`src/hdl/tcg_pkg.sv`:
```
// shared types and constants for the transport checksum generator
`timescale 1ns / 1ps
`default_nettype none

package tcg_pkg;

	localparam int QUEUE_DEPTH = 4;

	localparam logic KIND_START = 1'b0;
	localparam logic KIND_DATA  = 1'b1;

	localparam logic [7:0] PROTO_UDP = 8'd17;
	localparam logic [7:0] PROTO_TCP = 8'd6;

	localparam logic [14:0] UDP_CK_WORD = 15'd3;
	localparam logic [14:0] TCP_CK_WORD = 15'd8;
	localparam logic [14:0] INDEX_MAX   = 15'h7fff;

	localparam logic [1:0] BCNT_ONE = 2'd1;

	localparam logic [15:0] SUM_ALL_ONES = 16'hffff;

	// one classified word between front and back
	typedef struct packed {
		logic        start;
		logic        last;
		logic        err;
		logic [15:0] value;
	} tcg_entry_t;

endpackage

`default_nettype wire

```
`src/hdl/tcg_front.sv`:
```
// front end: classifies words, folds the pseudo-header, masks checksum field
`timescale 1ns / 1ps
`default_nettype none

module tcg_front
	import tcg_pkg::*;
(
	input  wire logic        clk,
	input  wire logic        arst_n,
	input  wire logic        in_valid,
	output logic             in_ready,
	input  wire logic        kind,
	input  wire logic [31:0] src_addr,
	input  wire logic [31:0] dst_addr,
	input  wire logic [7:0]  protocol,
	input  wire logic [15:0] seg_length,
	input  wire logic [15:0] data_word,
	input  wire logic [1:0]  byte_count,
	input  wire logic        last,
	input  wire logic        q_full,
	output logic             push,
	output tcg_entry_t       entry
);

	typedef enum logic [1:0] {
		SEL_NONE = 2'd0,
		SEL_UDP  = 2'd1,
		SEL_TCP  = 2'd2
	} sel_t;

	sel_t        proto_sel_q;
	logic [14:0] word_index_q;

	logic [18:0] ph_total;
	logic [16:0] ph_fold1;
	logic [15:0] ph_sum;
	logic [15:0] dw;
	logic [14:0] ck_pos;
	sel_t        new_sel;

	assign in_ready = !q_full;
	assign push     = in_valid && in_ready;

	always_comb begin
		ph_total = {3'b0, src_addr[31:16]} + {3'b0, src_addr[15:0]}
			+ {3'b0, dst_addr[31:16]} + {3'b0, dst_addr[15:0]}
			+ {11'b0, protocol} + {3'b0, seg_length};
		// end-around carry, twice to absorb the carry of the first fold
		ph_fold1 = {1'b0, ph_total[15:0]} + {14'b0, ph_total[18:16]};
		ph_sum   = ph_fold1[15:0] + {15'b0, ph_fold1[16]};

		if (protocol == PROTO_UDP)
			new_sel = SEL_UDP;
		else if (protocol == PROTO_TCP)
			new_sel = SEL_TCP;
		else
			new_sel = SEL_NONE;

		dw = (byte_count == BCNT_ONE) ? {data_word[15:8], 8'h00} : data_word;
		ck_pos = (proto_sel_q == SEL_TCP) ? TCP_CK_WORD : UDP_CK_WORD;
		if (proto_sel_q != SEL_NONE && word_index_q == ck_pos)
			dw = '0;

		if (kind == KIND_START) begin
			entry.start = 1'b1;
			entry.last  = 1'b0;
			entry.err   = 1'b0;
			entry.value = ph_sum;
		end else begin
			entry.start = 1'b0;
			entry.last  = last;
			entry.err   = (proto_sel_q == SEL_NONE);
			entry.value = dw;
		end
	end

	always_ff @(posedge clk or negedge arst_n) begin
		if (!arst_n) begin
			proto_sel_q  <= SEL_NONE;
			word_index_q <= '0;
		end else if (push) begin
			if (kind == KIND_START) begin
				proto_sel_q  <= new_sel;
				word_index_q <= '0;
			end else if (last) begin
				proto_sel_q  <= SEL_NONE;
				word_index_q <= '0;
			end else if (word_index_q != INDEX_MAX) begin
				word_index_q <= word_index_q + 15'd1;
			end
		end
	end

endmodule

`default_nettype wire

```
`src/hdl/tcg_queue.sv`:
```
// short word queue between front and back
`timescale 1ns / 1ps
`default_nettype none

module tcg_queue
	import tcg_pkg::*;
#(
	parameter int DEPTH = QUEUE_DEPTH
) (
	input  wire logic       clk,
	input  wire logic       arst_n,
	input  wire logic       push,
	input  wire tcg_entry_t wr_entry,
	output logic            full,
	input  wire logic       pop,
	output tcg_entry_t      rd_entry,
	output logic            empty
);

	localparam int PW = (DEPTH > 1) ? $clog2(DEPTH) : 1;
	localparam int CW = $clog2(DEPTH + 1);
	localparam logic [PW-1:0] LAST_SLOT = PW'(DEPTH - 1);
	localparam logic [CW-1:0] FULL_CNT  = CW'(DEPTH);

	tcg_entry_t    mem_q [DEPTH];
	logic [PW-1:0] wr_ptr_q;
	logic [PW-1:0] rd_ptr_q;
	logic [CW-1:0] count_q;

	assign full     = (count_q == FULL_CNT);
	assign empty    = (count_q == '0);
	assign rd_entry = mem_q[rd_ptr_q];

	always_ff @(posedge clk) begin
		if (push)
			mem_q[wr_ptr_q] <= wr_entry;
	end

	always_ff @(posedge clk or negedge arst_n) begin
		if (!arst_n) begin
			wr_ptr_q <= '0;
			rd_ptr_q <= '0;
			count_q  <= '0;
		end else begin
			if (push)
				wr_ptr_q <= (wr_ptr_q == LAST_SLOT) ? '0 : wr_ptr_q + PW'(1);
			if (pop)
				rd_ptr_q <= (rd_ptr_q == LAST_SLOT) ? '0 : rd_ptr_q + PW'(1);
			if (push && !pop)
				count_q <= count_q + CW'(1);
			else if (pop && !push)
				count_q <= count_q - CW'(1);
		end
	end

	a_no_overflow: assert property (@(posedge clk) disable iff (!arst_n)
		full |-> !push)
		else $error("queue written while full");

	a_no_underflow: assert property (@(posedge clk) disable iff (!arst_n)
		empty |-> !pop)
		else $error("queue read while empty");

	a_count_range: assert property (@(posedge clk) disable iff (!arst_n)
		count_q <= FULL_CNT)
		else $error("queue count out of range");

endmodule

`default_nettype wire

```
`src/hdl/tcg_back.sv`:
```
// back end: ones-complement accumulator and result register
`timescale 1ns / 1ps
`default_nettype none

module tcg_back
	import tcg_pkg::*;
(
	input  wire logic        clk,
	input  wire logic        arst_n,
	input  wire tcg_entry_t  head,
	input  wire logic        q_empty,
	output logic             pop,
	output logic             out_valid,
	input  wire logic        out_ready,
	output logic [15:0]      checksum,
	output logic             status
);

	logic [15:0] running_sum_q;
	logic        out_valid_q;
	logic [15:0] checksum_q;
	logic        status_q;

	logic        slot_free;
	logic        finish;
	logic [16:0] add17;
	logic [15:0] new_sum;
	logic [15:0] cpl;

	assign slot_free = !out_valid_q || out_ready;
	// only a closing word needs room in the result register
	assign pop    = !q_empty && (!head.last || slot_free);
	assign finish = pop && head.last && !head.start;

	always_comb begin
		add17 = {1'b0, running_sum_q} + {1'b0, head.value};
		if (head.start)
			new_sum = head.value;
		else
			new_sum = add17[15:0] + {15'b0, add17[16]};
		cpl = ~new_sum;
		if (cpl == '0)
			cpl = SUM_ALL_ONES;
	end

	always_ff @(posedge clk or negedge arst_n) begin
		if (!arst_n) begin
			running_sum_q <= '0;
			out_valid_q   <= 1'b0;
		end else begin
			if (pop)
				running_sum_q <= finish ? '0 : new_sum;
			if (finish)
				out_valid_q <= 1'b1;
			else if (out_ready)
				out_valid_q <= 1'b0;
		end
	end

	always_ff @(posedge clk) begin
		if (finish) begin
			checksum_q <= head.err ? '0 : cpl;
			status_q   <= head.err;
		end
	end

	assign out_valid = out_valid_q;
	assign checksum  = checksum_q;
	assign status    = status_q;

	a_err_zero: assert property (@(posedge clk) disable iff (!arst_n)
		(out_valid_q && status_q) |-> checksum_q == '0)
		else $error("error result with nonzero checksum");

	a_ok_nonzero: assert property (@(posedge clk) disable iff (!arst_n)
		(out_valid_q && !status_q) |-> checksum_q != '0)
		else $error("good result with zero checksum");

	a_no_clobber: assert property (@(posedge clk) disable iff (!arst_n)
		(out_valid_q && !out_ready) |-> !finish)
		else $error("result overwritten while stalled");

endmodule

`default_nettype wire

```
`src/hdl/transport_checksum_generator_core.sv`:
```
// Transport checksum generator: TCP/UDP checksum over IPv4 pseudo-header and segment.
// Input stream s_axis: tuser = 0 marks a start word carrying the pseudo-header
// (addresses, protocol, segment length); tuser = 1 marks a segment data word, two
// bytes with the first byte high. tlast flags the final data word, whose byte_count
// may be 1 (low byte padded with zero). The checksum field of the header (word 3
// for UDP, word 8 for TCP) is summed as zero.
// Output stream m_axis: one word per segment, on its last data word: the
// complemented ones-complement sum (0 sent as 0xffff) with tuser = 0, or checksum 0
// with tuser = 1 when the protocol was neither TCP nor UDP or no start word came.
// Throughput is one word per cycle on both start and data words while the queue has
// room; the front end folds the six pseudo-header words and masks data, the back end
// does one 16-bit end-around add per word. The last word passes through the queue,
// then the back end registers the result. A small word queue sits between front and
// back, so a stalled m_axis only holds back the input once the queue has filled; the
// result register keeps its word until m_axis_tready. Reset clears the queue, the
// packet state and the output valid; no clearing pass is needed.
`timescale 1ns / 1ps
`default_nettype none

module transport_checksum_generator_core
	import tcg_pkg::*;
#(
	parameter int QUEUE_DEPTH_P = QUEUE_DEPTH
) (
	input  wire logic         clk,
	input  wire logic         arst_n,
	input  wire logic         s_axis_tvalid,
	output logic              s_axis_tready,
	// src_addr[31:0], dst_addr[63:32], protocol[71:64], seg_length[87:72],
	// data_word[103:88], byte_count[105:104], zero fill[111:106]
	input  wire logic [111:0] s_axis_tdata,
	// kind
	input  wire logic         s_axis_tuser,
	input  wire logic         s_axis_tlast,
	output logic              m_axis_tvalid,
	input  wire logic         m_axis_tready,
	// checksum[15:0]
	output logic [15:0]       m_axis_tdata,
	// status
	output logic              m_axis_tuser
);

	tcg_entry_t wr_entry;
	tcg_entry_t head;
	logic       push;
	logic       pop;
	logic       q_full;
	logic       q_empty;

	tcg_front u_front (
		.clk        (clk),
		.arst_n     (arst_n),
		.in_valid   (s_axis_tvalid),
		.in_ready   (s_axis_tready),
		.kind       (s_axis_tuser),
		.src_addr   (s_axis_tdata[31:0]),
		.dst_addr   (s_axis_tdata[63:32]),
		.protocol   (s_axis_tdata[71:64]),
		.seg_length (s_axis_tdata[87:72]),
		.data_word  (s_axis_tdata[103:88]),
		.byte_count (s_axis_tdata[105:104]),
		.last       (s_axis_tlast),
		.q_full     (q_full),
		.push       (push),
		.entry      (wr_entry)
	);

	tcg_queue #(
		.DEPTH (QUEUE_DEPTH_P)
	) u_queue (
		.clk      (clk),
		.arst_n   (arst_n),
		.push     (push),
		.wr_entry (wr_entry),
		.full     (q_full),
		.pop      (pop),
		.rd_entry (head),
		.empty    (q_empty)
	);

	tcg_back u_back (
		.clk       (clk),
		.arst_n    (arst_n),
		.head      (head),
		.q_empty   (q_empty),
		.pop       (pop),
		.out_valid (m_axis_tvalid),
		.out_ready (m_axis_tready),
		.checksum  (m_axis_tdata),
		.status    (m_axis_tuser)
	);

endmodule

`default_nettype wire
```
`config.mk`:
```
export PLATFORM = sky130hd
export DESIGN_NAME = transport_checksum_generator_core
export DESIGN_NICKNAME = d
export VERILOG_FILES = /design/src/hdl/tcg_pkg.sv /design/src/hdl/tcg_front.sv /design/src/hdl/tcg_queue.sv /design/src/hdl/tcg_back.sv /design/src/hdl/transport_checksum_generator_core.sv
export SDC_FILE = /design/constraint.sdc
export NUM_CORES = 1
export LEC_CHECK = 0
export ABC_AREA = 1
export BUFFER_PORTS_ARGS = -buffer_cell sky130_fd_sc_hd__buf_2
export CAP_MARGIN = 0
export CORE_AREA = 3 3 161 163
export CTS_CLUSTER_DIAMETER = 150
export DETAILED_ROUTE_END_ITERATION = 8
export DIE_AREA = 0 0 164 166
export GPL_TIMING_DRIVEN = 0
export HOLD_SLACK_MARGIN = 0.03
export PLACE_DENSITY = 0.67
export RECOVER_POWER = 50
export SYNTH_ARGS = -nofsm -noshare
export SYNTH_HDL_FRONTEND = slang
export SYNTH_SLANG_ARGS = --single-unit
```
`constraint.sdc`:
```
create_clock -name clk -period 4.15 [get_ports clk]
set_input_delay 0.415 -clock clk [delete_from_list [all_inputs] [get_ports clk]]
set_output_delay 0.415 -clock clk [all_outputs]
set_load 0.01 [all_outputs]
```
==> results by stage <==
Status:
- The run finished, with violations left.
- The final reports fail on max-capacitance violations, max-slew violations, negative setup slack.

Worst setup path:
- The largest stage delay on the critical path is 510 ps.
- The nature of the critical path endpoint is a flop.
- The worst setup path category is in2reg.
- STA classifies the critical path startpoint as a primary input.
- The largest driver fanout on the critical path is 4.
- The data arrival time at the worst-slack endpoint is 7670 ps.
- Data on the critical path is required at its endpoint by 4310 ps.
- The library cell appearing most often on the critical path is sky130_fd_sc_hd__ha_4.
- The library cell contributing the largest single delay on the critical path is sky130_fd_sc_hd__fa_1.

Cells and area:
- The number of filler instances in the final layout is 2064.
- In the final layout, the multi-input gates occupy 7548 um^2.
- Relative to the synthesized area, the layout overhead comes to 35.23%.
- In the layout the commonest cells are 308 x sky130_fd_sc_hd__nand2_1, 200 x sky130_fd_sc_hd__inv_1, 113 x sky130_fd_sc_hd__buf_2.
- The area taken by flip-flops and latches is 3820 um^2.
- Cells with a size suffix above 1 make up 33.06% of the layout.
- The post-layout net count is 1906.
- The library cell used most frequently in the layout, excluding fill and tap cells, is sky130_fd_sc_hd__nand2_1.
- The number of non-filler instances in the completed layout is 2007.

Timing:
- The fmax is 133.0 MHz.
- The period utilization is 181.1%.
- The hold violation count in the final report came to 0.
- Once routing completed, OpenROAD measured the worst setup slack at -3367 ps.
- Setup violations remaining at the end of the flow were counted as 80.
- The tightest slew margin relative to the limit is -56.79%.
- After layout, the minimum clock period comes to 7517 ps.
- Setup repair after global routing could not meet its margin everywhere.
- The maximum clock skew at final layout is 16.19 ps.
- The transition time at the pin with the least slew margin is 2352 ps.
- The total count of max-transition violations in the final report is 50.

Yosys:
- Yosys mapped the design onto 52 distinct sky130hd cell types.
- The number of flops mapped to enable cells by yosys is 93.
- Summed over its instances, the top area cell type makes up 25.18% of the synthesized netlist area.
- The number of nets handed over by synthesis was 1651.
- The synthesized area is 11090 um^2.
- Sequential cells were found to cover 34.43% of the synthesized design area.
- Among all flip-flop cells after synthesis, the most frequent one is sky130_fd_sc_hd__edfxtp_1.
- The largest area contributor in the netlist is sky130_fd_sc_hd__edfxtp_1.
- The synthesized flop and latch total is 134.
- The average footprint of a synthesized cell is 7.843 um^2.
- During synthesis, Yosys emitted a total of 0 warnings.
- The share of flip-flops with an asynchronous set or reset is 30.60%.
- The number of instances in the synthesized netlist is 1414.
- Ranked by total cell area, the synthesized netlist is headed by sky130_fd_sc_hd__edfxtp_1 25%, sky130_fd_sc_hd__nand2_1 12%, sky130_fd_sc_hd__dfrtp_1 9.3%.

Clock network:
- The total clock sinks is 134.
- The number of hold buffers added after CTS was 0.
- The insertion delay of the later-clocked pin in the worst-skew pair is 430 ps.
- The clock slew seen by the registers of the worst setup and hold paths is 60 ps.
- The H-tree level count is 4.
- Buffers inserted during clock tree synthesis total 17.
- TritonCTS built the clock tree.
- The clock root buffer master is sky130_fd_sc_hd__clkbuf_16.
- In this run the deepest clock path goes through 2 buffers.

Place:
- The congestion estimate from routability-driven global placement came to 0.9363.
- The wire-length estimate of the detail-placed layout is 21.73 mm.
- The number of placed instances, taps included, is 1873.
- The number of I/O port buffers is 130.

Route:
- Using the TritonRoute via totals, the vias-per-cell ratio works out to 5.196.
- The via count of the routed design is 10430.
- After detailed routing, the number of remaining DRC violations is 0.
- The wire length after detailed routing is 30.21 mm.
- For this block, the initial DRC count from the detailed router was 495.
- For this run, the detailed router's first-pass iteration total came to 5.
- Once detail routing completed, the nets flagged for antenna violations numbered 0.
- The detailed-route wire length per cell is 15.05 um.

Global routing:
- The total overflow left after global routing is 0.
- In the global route stage, overall resource usage came out at 21.61%.
- The initial antenna violation count came to 4.
- The number of global-route vias before repair is 10270.
- The first global-routing pass estimated 47.64 mm of wire.
- Entering global routing, the biggest net connects 42 pins.

Floorplanning:
- The initial cell density of the core is 45.34%.
- The total area inside the core boundary comes to 24460 um^2.
- The die extent in y is 166 um.
- During I/O placement, the number of pins put on the boundary was 137.
- From left edge to right edge, the die measures 164 um.
- The total die area is 27220 um^2.
- The initialized floorplan defines 57 standard-cell rows.

Worst hold path:
- The path class of the tightest hold or removal check is in2reg.

Flow run:
- The max-capacitance violation count is 1.
[cells in the mapped netlist, types with 10 or more instances]
| master | instances |
|---|---|
| sky130_fd_sc_hd__nand2_1 | 361 |
| sky130_fd_sc_hd__inv_1 | 213 |
| sky130_fd_sc_hd__nand3_1 | 113 |
| sky130_fd_sc_hd__nor2_1 | 112 |
| sky130_fd_sc_hd__edfxtp_1 | 93 |
| sky130_fd_sc_hd__ha_1 | 75 |
| sky130_fd_sc_hd__o21ai_0 | 74 |
| sky130_fd_sc_hd__a21oi_1 | 52 |
| sky130_fd_sc_hd__fa_1 | 44 |
| sky130_fd_sc_hd__dfrtp_1 | 41 |
| sky130_fd_sc_hd__nand4_1 | 23 |
| sky130_fd_sc_hd__nor3_1 | 20 |
| sky130_fd_sc_hd__xor2_1 | 20 |
| sky130_fd_sc_hd__nand2_2 | 19 |
| sky130_fd_sc_hd__xnor2_1 | 11 |
| sky130_fd_sc_hd__a21oi_2 | 10 |
| sky130_fd_sc_hd__inv_2 | 10 |
| sky130_fd_sc_hd__nor2_2 | 10 |
| sky130_fd_sc_hd__o22ai_1 | 10 |
[sequential cells by signal (all words and copies together) (netlist names)]
register / flops
u_back.status: 1
u_queue.rd_ptr_q: 2
u_front.word_index_q: 15
u_back.checksum: 16
u_back.running_sum_q: 16
u_front.proto_sel_q: 2
u_back.out_valid: 1
u_queue.wr_ptr_q: 2
u_queue.count_q: 3
u_queue.mem_q: 76
[logic make-up (layout without fill, tap and decap cells)]
group / count (synthesis) / after routing / share of synthesized area [%]
AND/OR/NAND/NOR: 696 / 696 / 27.91
flip-flops: 134 / 134 / 34.43
adder cells (fa/ha/maj): 119 / 119 / 16.40
multiplexers: 1 / 1 / 0.09026
other: 0 / 1 / 0
buffers and inverters: 250 / 518 / 8.969
XOR/XNOR: 31 / 31 / 2.448
AO/OA/AOI/OAI: 183 / 183 / 9.748
[final cells by class]
class	instances	area share (%)
Buffer	22	1.418
Timing Repair Buffer	238	10.44
Clock buffer	18	2.861
Antenna cell	1	0.01668
Clock inverter	14	1.009
Sequential cell	134	25.47
Tap cell	324	2.703
Multi-Input combinational cell	1030	50.33
Inverter	226	5.756
[worst max-delay path: cells and delay by family]
kind,cells,cell delay [ps]
AOI/OAI and AO/OA,3,420
xor gates and xnor gates,2,400
adders and majority gates,9,2640
buffers and inverters,7,490
and+or+nand+nor,29,3290
[worst paths after layout]
kind,start,endpoint,slack [ps],cells past startpoint
min reg2reg,u_front.word_index_q[2],u_front.word_index_q[2],480,1
max in group asynchronous,arst_n,u_queue.rd_ptr_q[0],1930,1
min,m_axis_tready,u_back.out_valid,190,2
max reg2reg,u_queue.rd_ptr_q[0],u_back.checksum[4],-330,31
max,s_axis_tdata[2],u_queue.mem_q[2][12],-3370,50
min in group asynchronous,arst_n,u_front.word_index_q[5],690,1
[stage by stage]
stage / hold slack (ps) / TNS [ps] / instance area, um^2 / utilization (%) / setup WS (ps)
CTS: 153.6 / -193060 / 14360 / 58.72 / -3413
floorplan: 119.4 / -181010 / 11250 / - / -3314
global route: 202.8 / -226920 / 15000 / 61.31 / -3844
global placement: 467.6 / -287000 / 12310 / 50.32 / -4700
detailed placement: 472.5 / -293840 / 12400 / 50.67 / -4784
finish: 189.7 / -196810 / 15000 / 61.31 / -3367
[per-layer routing]
metal  vias to the layer above  part of all wire [%]  global-route usage, %
li1                       5159                     -                      -
met1                      4881                    40                  25.43
met2                       301                    51                  37.82
met3                        81                   5.1                  4.490
met4                         6                   4.0                  9.415
met5                         -                  0.16                      0
[repair_timing]
| item | CTS | global route |
|---|---|---|
| endpoints found under the setup margin | 92 | 85 |
| buffers inserted | 79 | 25 |
| pin swaps | 125 | 72 |
| gates cloned | 2 | 0 |
| endpoints found under the hold margin | 0 | 0 |
| resized for setup | 198 | 108 |
Power is left out: the tool's default activity adds up to more than one toggle a clock period on the data nets, which glitch-free logic cannot reach.
